$ cat src/hw/rtl/mch_pkg.sv
// Shared widths, constants and the arctangent table of the magnetometer heading block.
`default_nettype none

package mch_pkg;

  // Stream and configuration widths.
  localparam int unsigned RAW_W      = 16;
  localparam int unsigned IN_DATA_W  = 48;
  localparam int unsigned OUT_DATA_W = 64;
  localparam int unsigned OUT_USER_W = 1;
  localparam int unsigned CFG_IDX_W  = 1;
  localparam int unsigned CFG_DATA_W = 16;

  // Field and state widths.
  localparam int unsigned SCL_W  = 15;
  localparam int unsigned FXY_W  = 15;
  localparam int unsigned FZ_W   = 16;
  localparam int unsigned HDG_W  = 17;
  localparam int unsigned HSUM_W = 18;
  localparam int unsigned CAL_W  = 16;
  localparam int unsigned DECL_W = 15;

  // Configuration register indexes.
  localparam logic [CFG_IDX_W-1:0] CFG_CAL_SAMPLES = 1'b0;
  localparam logic [CFG_IDX_W-1:0] CFG_DECLINATION = 1'b1;

  // Configuration reset values (declination is -141 in 1/64 degree).
  localparam logic [CAL_W-1:0]  CAL_SAMPLES_RST = 16'd1000;
  localparam logic [DECL_W-1:0] DECL_RST        = 15'h7F73;

  // CORDIC datapath.
  localparam int unsigned CORDIC_STEPS_DEF = 16;
  localparam int unsigned ATAN_LEN         = 24;
  localparam int unsigned ATAN_IDX_W       = 5;
  localparam int unsigned CX_W             = 33;
  localparam int unsigned ANG_W            = 24;
  localparam int unsigned PRESCALE         = 16;
  localparam logic signed [ANG_W-1:0] HALF_PI_Q20 = 24'sd1647099;

  // Shared multiplier and the constants it is used with.
  localparam int unsigned MUL_A_W       = 22;
  localparam int unsigned MUL_B_W       = 17;
  localparam int unsigned MUL_P_W       = 39;
  localparam int unsigned RECIP5_SHIFT  = 17;
  localparam int unsigned DEG_SHIFT     = 20;
  localparam int unsigned RECIP10_SHIFT = 20;
  localparam int unsigned NQ_W          = 18;
  localparam int unsigned QUOT_W        = 15;
  localparam logic [MUL_B_W-1:0] RECIP5    = 17'd26215;
  localparam logic [MUL_B_W-1:0] DEG64_NUM = 17'd36672;
  localparam logic [MUL_B_W-1:0] RECIP10   = 17'd104858;
  localparam logic [MUL_P_W-1:0] DEG_ROUND = 39'd5242880;
  localparam logic signed [HSUM_W-1:0] BASE_HEADING = 18'sd11520;

  // Arctangent of 2^-i in Q20 radians, rounded to nearest.
  function automatic logic [ANG_W-2:0] atan_q20(input logic [ATAN_IDX_W-1:0] idx);
    logic [ANG_W-2:0] val;
    unique case (idx)
      5'd0:    val = 23'd823550;
      5'd1:    val = 23'd486170;
      5'd2:    val = 23'd256879;
      5'd3:    val = 23'd130396;
      5'd4:    val = 23'd65451;
      5'd5:    val = 23'd32757;
      5'd6:    val = 23'd16383;
      5'd7:    val = 23'd8192;
      5'd8:    val = 23'd4096;
      5'd9:    val = 23'd2048;
      5'd10:   val = 23'd1024;
      5'd11:   val = 23'd512;
      5'd12:   val = 23'd256;
      5'd13:   val = 23'd128;
      5'd14:   val = 23'd64;
      5'd15:   val = 23'd32;
      5'd16:   val = 23'd16;
      5'd17:   val = 23'd8;
      5'd18:   val = 23'd4;
      5'd19:   val = 23'd2;
      5'd20:   val = 23'd1;
      default: val = '0;
    endcase
    return val;
  endfunction

endpackage

`default_nettype wire

$ cat src/hw/rtl/magnetometer_calibrate_heading.sv
// Magnetometer hard-iron calibration and compass heading, top level.
//
// Each accepted sample gives exactly one result. After reset the block
// calibrates: the first sample and the next cal_samples samples set the
// per-axis minimum and maximum, and the results of those samples are all
// zero with heading_valid low. Later samples are offset-corrected and get a
// heading in 1/64 degree from a vectoring CORDIC. The block works on one
// sample at a time and is not ready while it does: a calibration sample
// goes through the scaling and calibration steps (and the offset step on the
// sample that ends calibration), a heading sample through scaling, the
// CORDIC rotations and the degree conversion. The CORDIC runs one rotation
// per cycle on one set of adders, and the scaling and the degree conversion
// share a single multiplier. When the corrected x and y are both zero the
// rotations are skipped. A finished result sits in an output register, so
// the next sample can enter while it waits; that next sample then holds in
// its last step for as long as the output register stays full.
`default_nettype none

module magnetometer_calibrate_heading #(
  parameter int unsigned CORDIC_STEPS = mch_pkg::CORDIC_STEPS_DEF
) (
  input  logic                              clk_i,
  input  logic                              rst_ni,
  // Configuration write port.
  input  logic                              cfg_we_i,
  input  logic [mch_pkg::CFG_IDX_W-1:0]     cfg_idx_i,
  input  logic [mch_pkg::CFG_DATA_W-1:0]    cfg_data_i,
  // Sample stream.
  input  logic                              s_axis_tvalid_i,
  output logic                              s_axis_tready_o,
  input  logic [mch_pkg::IN_DATA_W-1:0]     s_axis_tdata_i,  // raw_x, raw_y, raw_z
  // Result stream.
  output logic                              m_axis_tvalid_o,
  input  logic                              m_axis_tready_i,
  output logic [mch_pkg::OUT_DATA_W-1:0]    m_axis_tdata_o,  // field_x, field_y, field_z,
                                                             // heading, zero pad
  output logic [mch_pkg::OUT_USER_W-1:0]    m_axis_tuser_o   // heading_valid
);

  import mch_pkg::*;

  localparam int unsigned NUM_ITER = (CORDIC_STEPS < ATAN_LEN) ? CORDIC_STEPS : ATAN_LEN;
  localparam int unsigned ITER_W   = (NUM_ITER > 1) ? $clog2(NUM_ITER) : 1;

  // Sequencer states.
  localparam int unsigned ST_W    = 4;
  localparam logic [ST_W-1:0] ST_IDLE = 4'd0;
  localparam logic [ST_W-1:0] ST_SCX  = 4'd1;
  localparam logic [ST_W-1:0] ST_SCY  = 4'd2;
  localparam logic [ST_W-1:0] ST_CAL  = 4'd3;
  localparam logic [ST_W-1:0] ST_OFS  = 4'd4;
  localparam logic [ST_W-1:0] ST_LOAD = 4'd5;
  localparam logic [ST_W-1:0] ST_ROT  = 4'd6;
  localparam logic [ST_W-1:0] ST_DEG1 = 4'd7;
  localparam logic [ST_W-1:0] ST_DEG2 = 4'd8;
  localparam logic [ST_W-1:0] ST_OUT  = 4'd9;

  logic [ST_W-1:0] state_q, state_d;

  // Configuration.
  logic [CAL_W-1:0]  cal_samples_q, cal_samples_d;
  logic [DECL_W-1:0] decl_q, decl_d;

  // Calibration state.
  logic              calibrating_q, calibrating_d;
  logic              have_first_q, have_first_d;
  logic [CAL_W-1:0]  count_q, count_d;
  logic signed [SCL_W-1:0] min_q [3];
  logic signed [SCL_W-1:0] min_d [3];
  logic signed [SCL_W-1:0] max_q [3];
  logic signed [SCL_W-1:0] max_d [3];
  logic signed [SCL_W-1:0] off_q [3];
  logic signed [SCL_W-1:0] off_d [3];

  // Sample and working registers.
  logic signed [RAW_W-1:0] raw_x_q, raw_x_d, raw_y_q, raw_y_d, raw_z_q, raw_z_d;
  logic signed [SCL_W-1:0] sx_q, sx_d, sy_q, sy_d, sz_q, sz_d;
  logic signed [FXY_W-1:0] fx_q, fx_d, fy_q, fy_d;
  logic signed [FZ_W-1:0]  fz_q, fz_d;
  logic [HDG_W-1:0]        hd_q, hd_d;
  logic                    hv_q, hv_d;
  logic signed [CX_W-1:0]  cx_q, cx_d, cy_q, cy_d;
  logic signed [ANG_W-1:0] ang_q, ang_d;
  logic [ITER_W-1:0]       iter_q, iter_d;
  logic [NQ_W-1:0]         nq_q, nq_d;

  // Output register.
  logic                    out_valid_q, out_valid_d;
  logic [OUT_DATA_W-1:0]   out_data_q, out_data_d;
  logic [OUT_USER_W-1:0]   out_user_q, out_user_d;

  // Shared multiplier.
  logic [MUL_A_W-1:0] mul_a;
  logic [MUL_B_W-1:0] mul_b;
  logic [MUL_P_W-1:0] mul_p;

  // Scaling datapath.
  logic signed [RAW_W-1:0] sc_raw;
  logic [RAW_W-1:0]        sc_mag;
  logic [RAW_W:0]          sc_mag3;
  logic [SCL_W-1:0]        sc_q;
  logic signed [SCL_W-1:0] sc_val;
  logic [RAW_W-1:0]        z_mag;
  logic signed [SCL_W-1:0] z_val;

  // Calibration helpers.
  logic signed [SCL_W-1:0] cal_s [3];
  logic [CAL_W-1:0]        count_inc;
  logic signed [SCL_W:0]   span [3];

  // Correction and CORDIC helpers.
  logic signed [FXY_W-1:0] fx_c, fy_c;
  logic signed [FZ_W-1:0]  fz_c;
  logic signed [CX_W-1:0]  px, py, sh_x, sh_y;
  logic [ANG_W-2:0]        atan_val;
  logic [ANG_W-1:0]        ang_mag;
  logic [MUL_P_W-1:0]      deg_sum;
  logic [QUOT_W-1:0]       quot;
  logic signed [HSUM_W-1:0] deg_s, hsum;

  assign s_axis_tready_o = (state_q == ST_IDLE);
  assign m_axis_tvalid_o = out_valid_q;
  assign m_axis_tdata_o  = out_data_q;
  assign m_axis_tuser_o  = out_user_q;

  // Multiplier operand selection: scaling, then the two degree conversion steps.
  always_comb begin
    mul_a = MUL_A_W'(sc_mag3[RAW_W:2]);
    mul_b = RECIP5;
    unique case (state_q)
      ST_DEG1: begin
        mul_a = ang_mag[MUL_A_W-1:0];
        mul_b = DEG64_NUM;
      end
      ST_DEG2: begin
        mul_a = MUL_A_W'(nq_q);
        mul_b = RECIP10;
      end
      default: ;
    endcase
  end

  assign mul_p = MUL_P_W'(mul_a) * MUL_P_W'(mul_b);

  // Scaling by 15/100 is floor(3|r| / 20) with the sign put back; z by 25/100 is r/4.
  assign sc_raw  = (state_q == ST_SCY) ? raw_y_q : raw_x_q;
  assign sc_mag  = sc_raw[RAW_W-1] ? RAW_W'(-sc_raw) : RAW_W'(sc_raw);
  assign sc_mag3 = {1'b0, sc_mag} + {sc_mag, 1'b0};
  assign sc_q    = mul_p[RECIP5_SHIFT +: SCL_W];
  assign sc_val  = sc_raw[RAW_W-1] ? -$signed(sc_q) : $signed(sc_q);
  assign z_mag   = raw_z_q[RAW_W-1] ? RAW_W'(-raw_z_q) : RAW_W'(raw_z_q);
  assign z_val   = raw_z_q[RAW_W-1] ? -$signed({1'b0, z_mag[RAW_W-1:2]})
                                    : $signed({1'b0, z_mag[RAW_W-1:2]});

  // Calibration helpers.
  assign cal_s[0]  = sx_q;
  assign cal_s[1]  = sy_q;
  assign cal_s[2]  = sz_q;
  assign count_inc = (count_q != '1) ? count_q + 1'b1 : count_q;

  always_comb begin
    for (int k = 0; k < 3; k++) begin
      span[k] = $signed({max_q[k][SCL_W-1], max_q[k]}) - $signed({min_q[k][SCL_W-1], min_q[k]});
    end
  end

  // Offset correction with x negated, and the CORDIC pre-rotation inputs.
  assign fx_c = off_q[0] - sx_q;
  assign fy_c = sy_q - off_q[1];
  assign fz_c = $signed({sz_q[SCL_W-1], sz_q}) - $signed({off_q[2][SCL_W-1], off_q[2]});
  assign px   = $signed({{(CX_W-FXY_W-PRESCALE){fx_c[FXY_W-1]}}, fx_c, {PRESCALE{1'b0}}});
  assign py   = $signed({{(CX_W-FXY_W-PRESCALE){fy_c[FXY_W-1]}}, fy_c, {PRESCALE{1'b0}}});

  // One CORDIC rotation, shifts rounding toward minus infinity.
  assign sh_x     = cx_q >>> iter_q;
  assign sh_y     = cy_q >>> iter_q;
  assign atan_val = atan_q20(ATAN_IDX_W'(iter_q));

  // Degree conversion: round(|A| * 36672 / (10 * 2^20)), half away from zero.
  assign ang_mag = ang_q[ANG_W-1] ? ANG_W'(-ang_q) : ANG_W'(ang_q);
  assign deg_sum = mul_p + DEG_ROUND;
  assign quot    = mul_p[RECIP10_SHIFT +: QUOT_W];
  assign deg_s   = ang_q[ANG_W-1] ? -$signed({{(HSUM_W-QUOT_W){1'b0}}, quot})
                                  : $signed({{(HSUM_W-QUOT_W){1'b0}}, quot});
  assign hsum    = BASE_HEADING + deg_s
                 + $signed({{(HSUM_W-DECL_W){decl_q[DECL_W-1]}}, decl_q});

  // Sequencer and datapath next state.
  always_comb begin
    state_d       = state_q;
    cal_samples_d = cal_samples_q;
    decl_d        = decl_q;
    calibrating_d = calibrating_q;
    have_first_d  = have_first_q;
    count_d       = count_q;
    min_d         = min_q;
    max_d         = max_q;
    off_d         = off_q;
    raw_x_d       = raw_x_q;
    raw_y_d       = raw_y_q;
    raw_z_d       = raw_z_q;
    sx_d          = sx_q;
    sy_d          = sy_q;
    sz_d          = sz_q;
    fx_d          = fx_q;
    fy_d          = fy_q;
    fz_d          = fz_q;
    hd_d          = hd_q;
    hv_d          = hv_q;
    cx_d          = cx_q;
    cy_d          = cy_q;
    ang_d         = ang_q;
    iter_d        = iter_q;
    nq_d          = nq_q;
    out_valid_d   = out_valid_q;
    out_data_d    = out_data_q;
    out_user_d    = out_user_q;

    // Configuration writes.
    if (cfg_we_i) begin
      unique case (cfg_idx_i)
        CFG_CAL_SAMPLES: cal_samples_d = cfg_data_i[CAL_W-1:0];
        CFG_DECLINATION: decl_d        = cfg_data_i[DECL_W-1:0];
      endcase
    end

    // The result register empties on a transfer.
    if (out_valid_q && m_axis_tready_i) begin
      out_valid_d = 1'b0;
    end

    unique case (state_q)
      ST_IDLE: begin
        if (s_axis_tvalid_i) begin
          raw_x_d = $signed(s_axis_tdata_i[0 +: RAW_W]);
          raw_y_d = $signed(s_axis_tdata_i[RAW_W +: RAW_W]);
          raw_z_d = $signed(s_axis_tdata_i[2*RAW_W +: RAW_W]);
          state_d = ST_SCX;
        end
      end

      ST_SCX: begin
        sx_d    = sc_val;
        sz_d    = z_val;
        state_d = ST_SCY;
      end

      ST_SCY: begin
        sy_d    = sc_val;
        state_d = calibrating_q ? ST_CAL : ST_LOAD;
      end

      // Widen the per-axis range and decide whether calibration ends here.
      ST_CAL: begin
        fx_d = '0;
        fy_d = '0;
        fz_d = '0;
        hd_d = '0;
        hv_d = 1'b0;
        state_d = ST_OUT;
        if (!have_first_q) begin
          for (int k = 0; k < 3; k++) begin
            min_d[k] = cal_s[k];
            max_d[k] = cal_s[k];
          end
          have_first_d = 1'b1;
          if (cal_samples_q == '0) begin
            state_d = ST_OFS;
          end
        end else begin
          for (int k = 0; k < 3; k++) begin
            if (min_q[k] > cal_s[k]) begin
              min_d[k] = cal_s[k];
            end else if (max_q[k] < cal_s[k]) begin
              max_d[k] = cal_s[k];
            end
          end
          count_d = count_inc;
          if (count_inc >= cal_samples_q) begin
            state_d = ST_OFS;
          end
        end
      end

      // Offsets sit halfway between the minimum and the maximum.
      ST_OFS: begin
        for (int k = 0; k < 3; k++) begin
          off_d[k] = min_q[k] + $signed(span[k][SCL_W:1]);
        end
        calibrating_d = 1'b0;
        state_d       = ST_OUT;
      end

      // Correct the sample and start the CORDIC, turning left-half vectors by pi/2.
      ST_LOAD: begin
        fx_d   = fx_c;
        fy_d   = fy_c;
        fz_d   = fz_c;
        iter_d = '0;
        if (fx_c < 0) begin
          if (fy_c >= 0) begin
            cx_d  = py;
            cy_d  = -px;
            ang_d = HALF_PI_Q20;
          end else begin
            cx_d  = -py;
            cy_d  = px;
            ang_d = -HALF_PI_Q20;
          end
        end else begin
          cx_d  = px;
          cy_d  = py;
          ang_d = '0;
        end
        if (fx_c == '0 && fy_c == '0) begin
          ang_d   = '0;
          state_d = ST_DEG1;
        end else begin
          state_d = ST_ROT;
        end
      end

      // One rotation toward the x axis per cycle.
      ST_ROT: begin
        if (cy_q >= 0) begin
          cx_d  = cx_q + sh_y;
          cy_d  = cy_q - sh_x;
          ang_d = ang_q + $signed({1'b0, atan_val});
        end else begin
          cx_d  = cx_q - sh_y;
          cy_d  = cy_q + sh_x;
          ang_d = ang_q - $signed({1'b0, atan_val});
        end
        iter_d = iter_q + 1'b1;
        if (iter_q == ITER_W'(NUM_ITER - 1)) begin
          state_d = ST_DEG1;
        end
      end

      ST_DEG1: begin
        nq_d    = deg_sum[DEG_SHIFT +: NQ_W];
        state_d = ST_DEG2;
      end

      ST_DEG2: begin
        hd_d    = hsum[HDG_W-1:0];
        hv_d    = 1'b1;
        state_d = ST_OUT;
      end

      // Hand the result to the output register once it is free.
      ST_OUT: begin
        if (!out_valid_q || m_axis_tready_i) begin
          out_valid_d = 1'b1;
          out_data_d  = {1'b0, hd_q, fz_q, fy_q, fx_q};
          out_user_d  = hv_q;
          state_d     = ST_IDLE;
        end
      end

      default: state_d = ST_IDLE;
    endcase
  end

  // Control registers.
  always_ff @(posedge clk_i or negedge rst_ni) begin
    if (!rst_ni) begin
      state_q       <= ST_IDLE;
      cal_samples_q <= CAL_SAMPLES_RST;
      decl_q        <= DECL_RST;
      calibrating_q <= 1'b1;
      have_first_q  <= 1'b0;
      count_q       <= '0;
      iter_q        <= '0;
      out_valid_q   <= 1'b0;
    end else begin
      state_q       <= state_d;
      cal_samples_q <= cal_samples_d;
      decl_q        <= decl_d;
      calibrating_q <= calibrating_d;
      have_first_q  <= have_first_d;
      count_q       <= count_d;
      iter_q        <= iter_d;
      out_valid_q   <= out_valid_d;
    end
  end

  // Payload registers.
  always_ff @(posedge clk_i) begin
    min_q      <= min_d;
    max_q      <= max_d;
    off_q      <= off_d;
    raw_x_q    <= raw_x_d;
    raw_y_q    <= raw_y_d;
    raw_z_q    <= raw_z_d;
    sx_q       <= sx_d;
    sy_q       <= sy_d;
    sz_q       <= sz_d;
    fx_q       <= fx_d;
    fy_q       <= fy_d;
    fz_q       <= fz_d;
    hd_q       <= hd_d;
    hv_q       <= hv_d;
    cx_q       <= cx_d;
    cy_q       <= cy_d;
    ang_q      <= ang_d;
    nq_q       <= nq_d;
    out_data_q <= out_data_d;
    out_user_q <= out_user_d;
  end

endmodule

`default_nettype wire

$ cat config.mk
export PLATFORM = sky130hd
export DESIGN_NAME = magnetometer_calibrate_heading
export DESIGN_NICKNAME = d
export VERILOG_FILES = /design/src/hw/rtl/mch_pkg.sv /design/src/hw/rtl/magnetometer_calibrate_heading.sv
export SDC_FILE = /design/constraint.sdc
export NUM_CORES = 2
export LEC_CHECK = 0
export BUFFER_PORTS_ARGS = -buffer_cell sky130_fd_sc_hd__buf_2
export CAP_MARGIN = 20
export CORE_UTILIZATION = 40
export CTS_BUF_LIST = sky130_fd_sc_hd__clkbuf_4 sky130_fd_sc_hd__clkbuf_8
export CTS_CLUSTER_SIZE = 30
export DETAILED_ROUTE_END_ITERATION = 8
export PLACE_DENSITY_LB_ADDON = 0.08
export RECOVER_POWER = 50
export SLEW_MARGIN = 20
export SYNTH_ARGS = -nofsm -noshare
export SYNTH_HDL_FRONTEND = slang
export SYNTH_SLANG_ARGS = --single-unit
$ cat constraint.sdc
create_clock -name clk_i -period 14.1 [get_ports clk_i]
set_input_delay 0.705 -clock clk_i [delete_from_list [all_inputs] [get_ports clk_i]]
set_output_delay 0.705 -clock clk_i [all_outputs]
set_load 0.02 [all_outputs]
# Word level (Yosys, flattened, before mapping)
# Memories as Yosys holds them, arrays and structs flattened.
# Cells that the tools add are included.
dict set report word_totals {
  romBits 320
  ram_bits 0
  memories 1
  regBits 522
  out_inout_bits 67
  latch_bits 0
}
# memory depth width read_ports rd_ports_with_merged_regs write_ports line
set mem_list {}
lappend mem_list {{(no name shown)} 16 20 1 0 0 mch_pkg.sv:58} ;# unique case (idx)
dict set report op_classes {
  div 0
  muxes 52
  eq_ne 23
  n_addsub 29
  bitwise 1
  n_reduce_logical 24
  shift 2
  multipliers 1
  magnitude_cmp 10
}
# cell n
set op_table {}
lappend op_table {{$mux 33} 6}
lappend op_table {{$mux 15} 10}
lappend op_table {{$pmux 33 s2} 2}
lappend op_table {{$mux 24} 4}
lappend op_table {{$mux 45} 2}
lappend op_table {{$pmux 17 s2} 2}
lappend op_table {{$add 33x33->33} 2}
lappend op_table {{$neg 31->33} 2}
lappend op_table {{$sshr 33x4->33} 2}
lappend op_table {{$sub 33x33->33} 2}
lappend op_table {{$mux 16} 4}
lappend op_table {{$sub 15x15->16} 4}
lappend op_table {{$pmux 15 s2} 2}
lappend op_table {{$pmux 24 s2} 1}
lappend op_table {{$add 15x15->15} 3}
lappend op_table {{$gt 15x15->1} 3}
lappend op_table {{$lt 15x15->1} 3}
lappend op_table {{$pmux 22 s2} 1}
lappend op_table {{$add 38x23->38 const B} 1}
lappend op_table {{$mul 22x17->38} 1}
lappend op_table {{$pmux 4 s9} 1}
lappend op_table {{$ge 33x1->1 const B} 1}
lappend op_table {{$neg 16->16} 2}
lappend op_table {{$pmux 16 s2} 1}
lappend op_table {{41 further kinds} 80}

# Longest topological paths before layout
dict set report logic_depth {
  depth_word 12
  depth_mapped 61
  depth_no_buf 57
}

# Worst setup path after synthesis
# OpenSTA, ideal clock, no wires.
dict set report synth_timing {
  path_type {register -> register}
  startpoint {register state_q[3]}
  endpoint {register hd_q[15] (data pin)}
  path_stages_with_launch 58
  path_slack_ns 0.450
  arrival_ns 13.384
  required_ns 13.834
  setup_ns 0.266
  cell_sequence {dfrtp_1 > buf_6 > or4b_4 > buf_6 > clkinv_2 > buf_2 > buf_1 > a21boi_0 > ha_1 > nor3b_1 > or3_1 > and2_1 > nand2_1 > o21a_1 > ha_1 > o311ai_0 > a21oi_1 > a21bo_1 > [... 22 more ...] > ha_1 > nand2_1 > o21ai_0 > ha_1 > ha_1 > fa_1 > a21o_1 > a21oi_1 > o21bai_1 > a21oi_1 > o21bai_1 > a21oi_1 > nor2b_1 > o21a_1 > o41ai_1 > o211ai_1 > xnor2_1 > nor2_1}
}
dict set report synth_via {
  elab_chain_len 12
  word_cells_on_any_way 16
}
# element line
set synth_lines {}
lappend synth_lines {{start, declared} magnetometer_calibrate_heading.sv:58} ;# logic [ST_W-1:0] state_q, state_d;
lappend synth_lines {{start signal, assigned} magnetometer_calibrate_heading.sv:377} ;# state_q <= state_d;
lappend synth_lines {{$eq 4x2->1} magnetometer_calibrate_heading.sv:146} ;# assign sc_raw = (state_q == ST_SCY) ? raw_y_q : raw_x_q;
lappend synth_lines {{$mux 16} magnetometer_calibrate_heading.sv:146}
lappend synth_lines {{$neg 16->16} magnetometer_calibrate_heading.sv:147} ;# assign sc_mag = sc_raw[RAW_W-1] ? RAW_W'(-sc_raw) : RAW_W'(sc_raw);
lappend synth_lines {{$mux 16} magnetometer_calibrate_heading.sv:147}
lappend synth_lines {{$add 16x17->17} magnetometer_calibrate_heading.sv:148} ;# assign sc_mag3 = {1'b0, sc_mag} + {sc_mag, 1'b0};
lappend synth_lines {{$pmux 22 s2} magnetometer_calibrate_heading.sv:130} ;# unique case (state_q)
lappend synth_lines {{$mul 22x17->38} magnetometer_calibrate_heading.sv:143} ;# assign mul_p = MUL_P_W'(mul_a) * MUL_P_W'(mul_b);
lappend synth_lines {{$neg 15->17} magnetometer_calibrate_heading.sv:183} ;# assign deg_s = ang_q[ANG_W-1] ? -$signed({{(HSUM_W-QUOT_W){1'b0}}, quot})
lappend synth_lines {{$mux 17} magnetometer_calibrate_heading.sv:183}
lappend synth_lines {{$add 15x17->17} magnetometer_calibrate_heading.sv:185} ;# assign hsum = BASE_HEADING + deg_s
lappend synth_lines {{$add 17x15->17} magnetometer_calibrate_heading.sv:186} ;# + $signed({{(HSUM_W-DECL_W){decl_q[DECL_W-1]}}, decl_q});
lappend synth_lines {{$pmux 17 s2 (*)} magnetometer_calibrate_heading.sv:232} ;# unique case (state_q)
lappend synth_lines {{end signal, assigned} magnetometer_calibrate_heading.sv:402} ;# hd_q <= hd_d;
lappend synth_lines {{end, declared} magnetometer_calibrate_heading.sv:80} ;# logic [HDG_W-1:0] hd_q, hd_d;
# Mark *: on every way between the ends. The rest lies on a longest branch, timed or not.
# A chain may end at the register's enable or synchronous reset.

# Worst setup path after layout
# Same ends and word-level chain as after synthesis.

==> reports/metrics.cfg <==
[grt]
grt_use_met2=0.368
globalRoute.totalOverflow=0
grt_pass1_vias=36169
antenna_found_initial=3
grt.busiest_layer=met2
grt_pass1_wl_mm=207
grtUsageMet3=0.0330
grt_use_met1=0.272
grt_max_degree=78
grt_usage=0.214

[detailed_routing]
drc=0
wire_per_inst_um=19.5
via_per_inst=5.21
wirelength_mm=133
vias=35621
dr.pass1.iters=5
drtAntennaViolNets=0
initialDrtViolationCount=2075

[worst_setup_path]
crit_top_cell=fa_1
arrival_ns=13.99
worstSetupPathType=flop to flop
cp_max_fo=10
r2r_cells=51
worstSetupStartpoint=state_q[3]
end_kind=flop
regToRegSetupSlack_ns=0.64
slowest_stage=or4b_4
cp-start-kind=flop
cp.required_ns=14.63
r2r_end=hd_q[15]
r2r_start=state_q[3]
critPathMaxStageDelay_ns=0.65

[timing]
clock.fmax_mhz=74.3
drv_slew=312
slew_headroom=-1.63
worst_pin_slew_ns=3.94
rsz0062_at_grt=false
finClkSkew_ns=0.0569
hold_violations=0
fin_tns_setup_ns=0
finalSetupViolCount=0
final.period_utilization=0.955
hold_slack_ns=0.120
finalCriticalPeriod_ns=13.46

[synth]
synth.distinct_cells=101
yosysSeqAreaShare=0.313
ys.flop_type=edfxtp_1
async_reset_ff_frac=0.111
synth_cells=4864
syn_area_mm2=0.0492
avgSynthCellArea_um2=10.1
synth-seq-cells=522
yosysWarnings=0
synth-edff-count=464

[floorplanning]
rows=128
die_h_um=353
die_w_um=353
initial_core_util=0.404
die-area_mm2=0.124
num_io_pins=137
core_mm2=0.122

[place]
dp_hpwl_mm=107
finalWeightedCongestion=0.904
portBuffers=135

[hold_path]
hold_depth=1
whs_endpoint=raw_y_q[4]
hold_class=input pin to flop
worstHoldStart=s_axis_tdata_i[20]

[layout]
drive_above_1_share=0.0978
final_common_cell=inv_1
syn_to_final_growth_pct=10.5
fin_util=0.446
fin_nets=5979
mostFrequentLayoutCells=inv_1, ha_1, edfxtp_1, nand2_1

[clock_network]
clockBufferDepth=3
cts_tree=done
htree_levels=3
cts_sinks=522
worstSkewPairLatency_ns=0.83
cts_made_buffers=101
cts.reportedPaths.clkPinSlew_ns=0.06
root_buffer=clkbuf_8

[flow_run]
drv_cap=7

[run_status]
failed_checks=max-capacitance violations, max-slew violations
status=finished, violations left

-- state kept, by name (all words and copies together) (netlist names), 4 cells and up --
signal / flops
m_axis_tdata_o: 63
max_q: 45
min_q: 45
off_q: 45
cx_q: 33
cy_q: 33
ang_q: 24
nq_q: 18
hd_q: 17
cal_samples_q: 16
count_q: 16
fz_q: 16
raw_x_q: 16
raw_y_q: 16
raw_z_q: 16
decl_q: 15
fx_q: 15
fy_q: 15
sx_q: 15
sy_q: 15
sz_q: 15
iter_q: 4
state_q: 4
-- worst max-delay path, delay by kind of cell, from the launching register on --
kind	cells	cell delay [ns]
buf+inv	6	0.59
xor+xnor	2	0.50
mux	1	0.26
flops	1	0.47
simple gates	7	1.84
compound gates	22	4.49
fa+ha+maj	13	5.05
-- logic make-up (layout without fill, tap and decap cells) --
| family | Yosys count | in the layout | synth area share |
|---|---|---|---|
| mux | 187 | 187 | 0.0562 |
| xor+xnor | 452 | 452 | 0.0812 |
| buf+inv | 740 | 1021 | 0.0578 |
| flops | 522 | 522 | 0.313 |
| compound gates | 999 | 999 | 0.128 |
| simple gates | 1168 | 1168 | 0.114 |
| fa+ha+maj | 794 | 794 | 0.249 |
| other cells | 2 | 63 | 0.000153 |
-- timing repair --
item | 4_1_cts | 5_1_grt
hold buffers | 16 | 0
setup buffers | 0 | 5
endpoints found under the setup margin | 0 | 5
gates resized for setup | 0 | 26
hold endpoints to repair | 16 | 0
-- layer usage --
layer  share of wire  vias up
met4           0.036        0
met2            0.48      683
met5               0        -
met3           0.038      211
met1            0.44    17201
li1                -    17526
-- through the flow --
| stage | setup WS [ns] | cell area, um2 | instances |
|---|---|---|---|
| 2_1_floorplan | 0.450 | 49400 | 4922 |
| 3_3_place_gp | 0.398 | 52100 | 6616 |
| 3_5_place_dp | 0.211 | 52100 | 6616 |
| 4_1_cts | 0.198 | 54400 | 6823 |
| 5_1_grt | 0.000301 | 54400 | 6831 |
| 6_report | 0.639 | 54400 | 6831 |
-- how the worst max path moves through the flow --
stage / to / slack (ns)
floorplan: hd_q[15] / 0.45
global placement: hd_q[15] / 0.40
detailed placement: hd_q[15] / 0.21
CTS: hd_q[15] / 0.20
global route: hd_q[15] / 0.0003
finish: hd_q[15] / 0.64
-- synth_stat cells, types with 13 or more instances --
master     count  area (um2)
a2111oi_0     13         114
a211oi_1      23         173
a21o_1       130         976
a21oi_1      263        1320
a31oi_1       29         181
and2_1        36         225
and3_1        37         231
buf_1         15        56.3
clkbuf_1      86         323
dfrtp_1       39         976
dfstp_2       19         499
edfxtp_1     464       13900
fa_1         310        6210
ha_1         484        6060
inv_1        614        2300
mux2_2        54         608
mux2i_1       67         671
mux4_2        65        1460
nand2_1      349        1310
nand2b_1      76         475
nand3_1       65         325
nand4_1       36         225
nor2_1       313        1170
nor2b_1       49         307
nor3_1        84         420
nor4_1        18         113
o211ai_1      25         188
o21a_1        32         240
o21ai_0      269        1350
o21bai_1      55         413
o31ai_1       30         225
or2_2         13        81.3
or3_1         28         175
xnor2_1      280        2450
xor2_1       168        1470
-- final cells by class --
cell class | count | area, um2
Multi-Input combinational cell | 3660 | 31300
Antenna cell | 3 | 7.51
Timing Repair Buffer | 213 | 1190
Clock buffer | 133 | 1640
Tap cell | 1625 | 2030
Inverter | 617 | 2320
Clock inverter | 58 | 478
Fill cell | 11814 | 67500
Sequential cell | 522 | 15400
Power is not shown: default switching activity piles up to over one toggle a cycle in this logic, so the estimate is an artifact.
